`config.mk`:
```
export PLATFORM = sky130hd
export DESIGN_NAME = fav_div
export DESIGN_NICKNAME = d
export VERILOG_FILES = /design/src/design/fav_pkg.sv /design/src/design/fav_div.sv
export SDC_FILE = /design/constraint.sdc
export NUM_CORES = 1
export LEC_CHECK = 0
export ABC_AREA = 1
export ABC_CLOCK_PERIOD_IN_PS = 2100
export BUFFER_PORTS_ARGS = -buffer_cell sky130_fd_sc_hd__buf_2
export CAP_MARGIN = 15
export CORE_AREA = 8 8 119 121
export CTS_CLUSTER_SIZE = 24
export DETAILED_ROUTE_END_ITERATION = 6
export DIE_AREA = 0 0 127 129
export GPL_ROUTABILITY_DRIVEN = 0
export GPL_TIMING_DRIVEN = 0
export PLACE_DENSITY_LB_ADDON = 0.3
export SLEW_MARGIN = 20
export SYNTH_ARGS = -nofsm -noshare
export SYNTH_HDL_FRONTEND = slang
export SYNTH_SLANG_ARGS = --single-unit
```
`constraint.sdc`:
```
create_clock -name clk -period 2.1 [get_ports clk]
set_input_delay 0.42 -clock clk [delete_from_list [all_inputs] [get_ports clk]]
set_output_delay 0.42 -clock clk [all_outputs]
set_load 0.05 [all_outputs]
```
`src/design/fav_pkg.sv`:
```
// shared types and constants of the frame averaging accumulator
// no dependencies
package fav_pkg;

  localparam int MODE_W = 2;
  localparam int PIX_W  = 16;
  localparam int SUM_W  = 32;
  localparam int CNT_W  = 16;
  localparam int CFG_W  = 21;

  localparam logic [CNT_W-1:0] COUNTER_MAX = 16'hFFFF;

  typedef enum logic [MODE_W-1:0] {
    MODE_ACC  = 2'd0,
    MODE_READ = 2'd1,
    MODE_RAW  = 2'd2,
    MODE_NONE = 2'd3
  } mode_t;

  typedef enum logic [1:0] {
    ST_IDLE,
    ST_MEM,
    ST_DIV,
    ST_OUT
  } state_t;

endpackage

```
`src/design/fav_div.sv`:
```
// iterative restoring divider, one quotient bit per cycle
// depends on fav_pkg
module fav_div (
  input  logic                      clk,
  input  logic                      rst,
  input  logic                      start,
  input  logic [fav_pkg::SUM_W-1:0] dividend,
  input  logic [fav_pkg::CNT_W-1:0] divisor,
  output logic                      done,
  output logic [fav_pkg::PIX_W-1:0] quotient
);
  import fav_pkg::*;

  localparam int STEP_W = $clog2(SUM_W);

  logic              busy;
  logic [STEP_W-1:0] step;
  logic [SUM_W-1:0]  qd;
  logic [CNT_W-1:0]  rem;
  logic [CNT_W-1:0]  dsr;
  logic [CNT_W:0]    trial;
  logic [CNT_W:0]    diff;
  logic              ge;

  assign trial = {rem, qd[SUM_W-1]};
  assign ge    = trial >= {1'b0, dsr};
  assign diff  = trial - {1'b0, dsr};

  always_ff @(posedge clk) begin
    if (rst) begin
      busy <= 1'b0;
      done <= 1'b0;
      step <= '0;
    end else begin
      done <= 1'b0;
      if (start) begin
        busy <= 1'b1;
        step <= '0;
      end else if (busy) begin
        step <= step + STEP_W'(1);
        if (step == STEP_W'(SUM_W - 1)) begin
          busy <= 1'b0;
          done <= 1'b1;
        end
      end
    end
  end

  always_ff @(posedge clk) begin
    if (start) begin
      qd  <= dividend;
      rem <= '0;
      dsr <= divisor;
    end else if (busy) begin
      qd  <= {qd[SUM_W-2:0], ge};
      rem <= ge ? diff[CNT_W-1:0] : trial[CNT_W-1:0];
    end
  end

  assign quotient = qd[PIX_W-1:0];

endmodule

```
# Yosys cells after proc, flatten, opt, wreduce, memory -nomap -nowiden
# Cells that the tools add are included.
[op_classes] addsub=2 magnitude_cmp=1 n_eq_ne=1 mux=7 bitwise=1 n_reduce_logical=3
[op_table] cell="$mux 32" n=2
[op_table] cell="$ge 17x16->1" n=1
[op_table] cell="$mux 16" n=1
[op_table] cell="$sub 16x16->16" n=1
[op_table] cell="$add 5x1->5 const B" n=1
[op_table] cell="$eq 5x5->1 const B" n=1
[op_table] cell="$mux 1" n=4
[op_table] cell="$reduce_or 3->1" n=1
[op_table] cell="$reduce_bool 2->1" n=1
[op_table] cell="$reduce_or 2->1" n=1
[op_table] cell="$not 1->1" n=1
[word_totals] reg_bits=71 output_inout_bits=17 word_cells=21

# Logic depth before layout (Yosys ltp)
# Gate-level depths: netlist of the first run.
[logic_depth] depth_word=4 depth_mapped=15

# Worst setup path after synthesis of the first run
# Ideal clock, no wire load.
[synth_timing] kind="input-to-reg" from="in start" to="reg qd[0] (enable)" setup_ns=0.387 arrival_ns=1.669 required_time_ns=1.713 slack_ns=0.044 stages=4 path_buffers=2 path_cell_list="clkbuf_1 > nor2_1 > clkbuf_1 > inv_1"
[synth_via] elab_chain_cells=1
[synth_rtl] item="start: declaration" line="fav_div.sv:6" text="input logic start,"
[synth_rtl] item="$reduce_bool 2->1 (no line)"
[synth_rtl] item="end signal: assignment" line="fav_div.sv:51" text="qd <= dividend;"
[synth_rtl] item="end signal: assignment" line="fav_div.sv:55" text="qd <= {qd[SUM_W-2:0], ge};"
[synth_rtl] item="end: declaration" line="fav_div.sv:18" text="logic [SUM_W-1:0] qd;"
# No other way between the ends.
# A chain may end at the register's enable or synchronous reset.

# Worst setup path in the final report of the first run
[layout_timing] from="reg dsr[14]" to="reg rem[8]"
[layout_via] elab_chain_cells=2
[layout_rtl] item="start: declaration" line="fav_div.sv:20" text="logic [CNT_W-1:0] dsr;"
[layout_rtl] item="start signal: assignment" line="fav_div.sv:53" text="dsr <= divisor;"
[layout_rtl] item="$ge 17x16->1" line="fav_div.sv:26" text="assign ge = trial >= {1'b0, dsr};"
[layout_rtl] item="$mux 16" line="fav_div.sv:56" text="rem <= ge ? diff[CNT_W-1:0] : trial[CNT_W-1:0];"
[layout_rtl] item="end signal: assignment" line="fav_div.sv:56"
[layout_rtl] item="end: declaration" line="fav_div.sv:19" text="logic [CNT_W-1:0] rem;"
# No other way between the ends.

==> results of run 1 <==
[power by group through the flow]
stage / clock [mW] / combinational, mW / sequential (mW)
2_1_floorplan: 0 / 0.397 / 1.66
3_3_place_gp: 0 / 0.546 / 1.67
3_5_place_dp: 0 / 0.550 / 1.67
4_1_cts: 1.49 / 0.555 / 1.65
5_1_grt: 1.53 / 0.633 / 1.66
6_report: 1.45 / 0.573 / 1.65
[metrics by stage]
step	utilization	std cells	setup TNS (ps)	setup slack, ps
after floorplan	-	543	0	44.1
after global placement	0.382	760	-36480	-1000
after CTS	0.405	776	0	5.15
final	0.420	783	0	118
after detailed placement	0.382	760	-28330	-685
after global routing	0.420	782	-108	-27.1
[metal layers]
layer  share of wire  routed length (um)  global-route usage
met1            0.46                4750               0.148
met2            0.46                4790               0.221
met3           0.057                 586              0.0439
met4           0.021                 217              0.0567
met5               0                   0                   0
[layout make-up]
| type | instances | area share |
|---|---|---|
| Buffer | 29 | 0.0392 |
| Antenna cell | 1 | 0.000483 |
| Clock buffer | 11 | 0.0469 |
| Clock inverter | 5 | 0.00653 |
| Timing Repair Buffer | 74 | 0.0774 |
| Tap cell | 150 | 0.0363 |
| Sequential cell | 71 | 0.367 |
| Multi-Input combinational cell | 361 | 0.366 |
| Inverter | 81 | 0.0597 |
[sequential cells by signal, indices dropped and copies added (netlist names)]
signal  count
qd         32
dsr        16
rem        16
step        5
busy        1
done        1
[logic make-up after synthesis]
group | after synthesis | share of synthesized area
AOI/OAI and AO/OA | 19 | 0.0252
buffers and inverters | 111 | 0.120
DFF | 71 | 0.455
xor gates and xnor gates | 6 | 0.0126
and+or+nand+nor | 317 | 0.328
adders and majority gates | 19 | 0.0587
[worst max-delay path by stage]
stage | from | end | slack (ps) | depth (start not counted)
6_report | dsr[14] | rem[8] | 120 | 10
5_1_grt | dsr[12] | rem[3] | -30 | 14
4_1_cts | dsr[14] | rem[4] | 5 | 11
3_5_place_dp | start | qd[8] | -690 | 5
3_3_place_gp | start | qd[7] | -1000 | 5
2_1_floorplan | start | qd[0] | 40 | 4
[repair_timing]
action / in CTS / in global routing
endpoints found under the setup margin: 36 / 51
resized for setup: 3 / 25
buffers inserted: 0 / 7
pin swaps: 1 / 4
endpoints found under the hold margin: 0 / 0
gates cloned: 0 / 0
hold buffers: 0 / 0
[critical path, cell delays in order, from the launching register on]
cell and delay [ps]:
edfxtp_1 320, inv_1 50, ha_1 420, nand2_2 160
nor3_2 280, nand2_4 170, nand2_8 140, buf_12 150
nand2_2 50, nand3_1 60, nand2_1 60
[cell usage in the layout (no fill, tap or decap), types with 4 or more instances in the layout]
cell       synthesis  final
nand2_1          226    225
inv_1             76     75
buf_2              2     68
edfxtp_1          48     48
nand3_1           40     40
dfxtp_1           23     23
buf_4             18     22
nand2_2           15     16
nor2_1            14     11
a21oi_1           12     11
clkbuf_16          0      9
clkbuf_1           9      8
ha_1              18      8
ha_4               0      7
nor3_1             5      5
xnor2_1            5      5
nor2_2             1      4
nand4_1            4      4
==> flow_summary.yaml, run 1 <==
layout:
  syn_to_final_growth_pct: 23.9
  drive_above_1_share: 0.244
  regArea_mm2: 0.00190
  fin_area_mm2: 0.00518
  multi_input_area_mm2: 0.00190
  final_nets: 697
  fillers: 1254
worst_hold_path:
  hold_path_end: "dsr[14]"
  hold_start: "divisor[14]"
  min_path_cells: 1
  hold_path_class: "input pin to flop"
power:
  comb_power_share: 0.156
  switching_share: 0.279
  pwr-share-clk: 0.394
  p_switching_mw: 1.02
  pwr-share-seq: 0.449
  p_int_mw: 2.64
  power.leakage_nw: 2.67
  ir_drop_mv: 0.406
  power_density_mw_per_mm2: 708
  power_mw: 3.66
timing:
  finalSetupViolations: 0
  whs_ps: 258
  rsz0062_at_grt: "yes"
  maxSlewHeadroom: 0.548
  min_period_ps: 1980
  finalHoldViolations: 0
  worst_pin_slew_ps: 676
  period_share: 0.944
  max_freq_ghz: 0.505
  slew_violations: 0
  finalClockSkew_ps: 7.27
critical_path:
  critPathKind: "flop to flop"
  cp.arrival_ps: 2210
  critPathLaunchType: "flop"
  r2r_cells: 10
  crit_path_max_fanout: 10
  r2r_slack_ps: 120
  cp.required_ps: 2330
  reg2reg_to: "rem[8]"
  r2r_start: "dsr[14]"
  setup.worst_path.end_class: "flop"
grt:
  grt_use_total: 0.131
  grt_remaining_overflow: 0
  grt_max_degree: 33
  first_global_vias: 3658
  antenna_found_initial: 1
  grt_pass1_wl_mm: 17.1
detailed_routing:
  routed_via_density: 4.55
  drc: 0
  via_count: 3565
  dr.pass1.iters: 4
  drt_iter0_markers: 209
  drtAntennaViolNets: 0
  wl_mm: 10.3
  wl_per_cell_um: 13.2
placement:
  place_hpwl_mm: 7.62
  place_area_mm2: 0.00470
  io_buffers: 67
floorplanning:
  fp-row-count: 41
  die_w_um: 127
  io_pins: 68
  die_y_um: 129
  die-area_mm2: 0.0164
  start_util: 0.339
  core_area_mm2: 0.0123
logic_synthesis:
  synth_cells: 543
  netlist_area_mm2: 0.00418
  yosys.area.top_type: "edfxtp_1"
  ys_seq_elements: 71
  syn_nets: 613
  synthArstFlopShare: 0
  synth-edff-count: 48
  yosys_warnings: 0
  synth.avg_cell_area_um2: 7.70
  yosysMostFrequentCell: "nand2_1"
  synth_area_leaders: "edfxtp_1 (34%), nand2_1 (20%), dfxtp_1 (11%), inv_1 (6.8%), ha_1 (5.4%)"
  synthFlopType: "edfxtp_1"
  ys_types: 34
  synth_top_cell_area_share: 0.345
  synth-seq-area-share: 0.455
  yosys-top-cells-count: "nand2_1 (226), inv_1 (76), edfxtp_1 (48)"
clocking:
  clkTransAtPathRegs_ps: 60
  clock_sinks: 71
  cts.path.max_buffers: 2
  cts-buffers-inserted: 9
  cts_tree: "yes"
  clockRootBuffer: "clkbuf_16"
  htreeDepth: 3
  clk-insertion-delay-late_ps: 330
job:
  drv_cap: 0
outcome:
  outcome: "finished, final reports clean"
Note: power is estimated with default switching activity, not from simulation.
==> run 2, diff against run 1 <==
--- a/config.mk
+++ b/config.mk
@@ -9,10 +9,10 @@
 export ABC_CLOCK_PERIOD_IN_PS = 2100
 export BUFFER_PORTS_ARGS = -buffer_cell sky130_fd_sc_hd__buf_2
 export CAP_MARGIN = 15
-export CORE_AREA = 8 8 119 121
+export CORE_AREA = 2 2 113 115
 export CTS_CLUSTER_SIZE = 24
 export DETAILED_ROUTE_END_ITERATION = 6
-export DIE_AREA = 0 0 127 129
+export DIE_AREA = 0 0 115 117
 export GPL_ROUTABILITY_DRIVEN = 0
 export GPL_TIMING_DRIVEN = 0
 export PLACE_DENSITY_LB_ADDON = 0.3
==> run 2 against run 1 <==
Total power increased by 1.7%. Core utilization shrank 0.14 points. Non-clock buffer count grew 2. Clock skew grew 4.6 ps. Global-route usage grew 2.4 points. Sequential power hardly changed. Via count is 1.7% lower. Die area down 18%. Worst setup slack got worse by 30 ps. Final area shrank 0.34%. First-iteration DRC count shrank 57%. Largest cell class unchanged. Largest power group unchanged.
==> flow_summary.yaml, run 2 (synthesized netlist as in run 1, its figures left out) <==
layout:
  final_nets: 699
  layout_commonest_cell: "nand2_1"
  drive_above_1_share: 0.244
  regMostFlops: "qd"
  instances_no_fill: 784
  fin_util: 0.419
  num_antenna_cells: 0
  most-common-layout-cells: "nand2_1 (225), inv_1 (75), buf_2 (70)"
  top_regs: "qd (32), dsr (16), rem (16)"
  largest_register_ffs: 32
  syn_to_final_growth_pct: 23.4
timing:
  finalClockSkew_ps: 11.9
  maxSlewHeadroom: 0.573
  min_period_ps: 2010
  rsz0062_at_grt: "yes"
  slew_violations: 0
  period_share: 0.958
  finalHoldViolations: 0
  finalSetupViolations: 0
  max_freq_ghz: 0.497
  worst_pin_slew_ps: 639
floorplanning:
  core_area_mm2: 0.0123
  io_pins: 68
  fp-row-count: 41
  start_util: 0.339
  die_w_um: 115
  die-area_mm2: 0.0135
  die_y_um: 117
detailed_routing:
  wl_mm: 9.67
  routed-wl-met3_um: 475
  routed_via_density: 4.47
  drtAntennaViolNets: 0
  via_count: 3506
  dr.pass1.iters: 4
  drc: 0
  top_layer_used: "met5"
  met2WireLength_mm: 4.33
  met1_length_mm: 4.61
  drt_iter0_markers: 89
  wl_per_cell_um: 12.3
power:
  ir_drop_mv: 0.427
  power_density_mw_per_mm2: 722
  power.leakage_nw: 2.69
clocking:
  clk-insertion-delay-late_ps: 340
  htreeDepth: 3
  cts.path.max_buffers: 2
  clkTransAtPathRegs_ps: 60
  clock_sinks: 71
  clockRootBuffer: "clkbuf_16"
  cts-buffers-inserted: 9
  cts_tree: "yes"
worst_hold_path:
  min_path_cells: 1
  hold_path_class: "input pin to flop"
critical_path:
  r2r_cells: 8
  setup.worst_path.end_class: "flop"
  cp.required_ps: 2190
  critPathKind: "flop to flop"
  crit_path_max_fanout: 8
  critPathLaunchType: "flop"
  cp.arrival_ps: 2100
placement:
  dp_cells: 760
  place_hpwl_mm: 7.13
  io_buffers: 67
grt:
  grt_remaining_overflow: 0
  first_global_vias: 3598
  grt_use_total: 0.155
  antenna_found_initial: 1
  grt_max_degree: 33
  grt_pass1_wl_mm: 16.2
job:
  drv_cap: 0
outcome:
  outcome: "finished, final reports clean"
-- run 2: cell count changes in the layout (fill, tap and decap cells not counted), moves of 2 or more --
cell        before  now
ha_1             8   10
clkinvlp_4       2    0
buf_2           68   70
ha_4             7    4
-- run 2: worst paths after layout --
check	slack (ps)	end	from
setup / recovery	90	qd[0]	dsr[14]
hold / removal	250	dsr[4]	divisor[4]
setup reg to reg	90	qd[0]	dsr[14]
hold reg to reg	470	step[4]	step[4]
-- run 2: final cells by class --
class,count,area [um^2]
plain buffers,30,209
clock buffers,12,246
clock inverters,4,45.0
fillers,1245,7150
inverters,81,309
multi-input cells,361,1850
flip-flops and latches,71,1900
well taps,150,188
repair buffers,75,405
-- run 2: repair_timing --
item,CTS,global route
hold buffers,0,0
setup buffers,0,7
pin swaps,1,3
setup endpoints to repair,33,65
cloned,0,1
resized for setup,3,22
-- run 2: critical path, stage by stage (launching register included) --
cell and delay [ps]:
edfxtp_1 320, inv_1 40, ha_1 360, a21oi_2 210, o21a_1 170, nand2_2 70
nor2_4 270, buf_2 230, a31oi_1 100
-- run 2: metrics by stage --
step                hold slack [ps]  total power, mW  setup slack, ps  setup TNS (ps)  cell area (um^2)
floorplan                       442             2.06             44.1               0              4180
global placement                455             2.22            -1030          -37720              4700
detailed placement              458             2.22             -687          -27980              4700
CTS                             237             3.76             11.9               0              5000
global route                    240             3.89            -13.5           -34.8              5160
finish                          248             3.73             88.5               0              5160
-- run 2: layer usage --
metal,up-vias,track usage
met2,82,0.250
met5,-,0
met3,24,0.0427
met1,1541,0.194
li1,1857,-
met4,2,0.0731
-- run 2: power breakdown --
part           switching [mW]  internal, mW  leakage (nW)
clock network           0.569         0.946         0.146
registers              0.0398          1.61         0.671
logic                   0.365         0.198          1.87
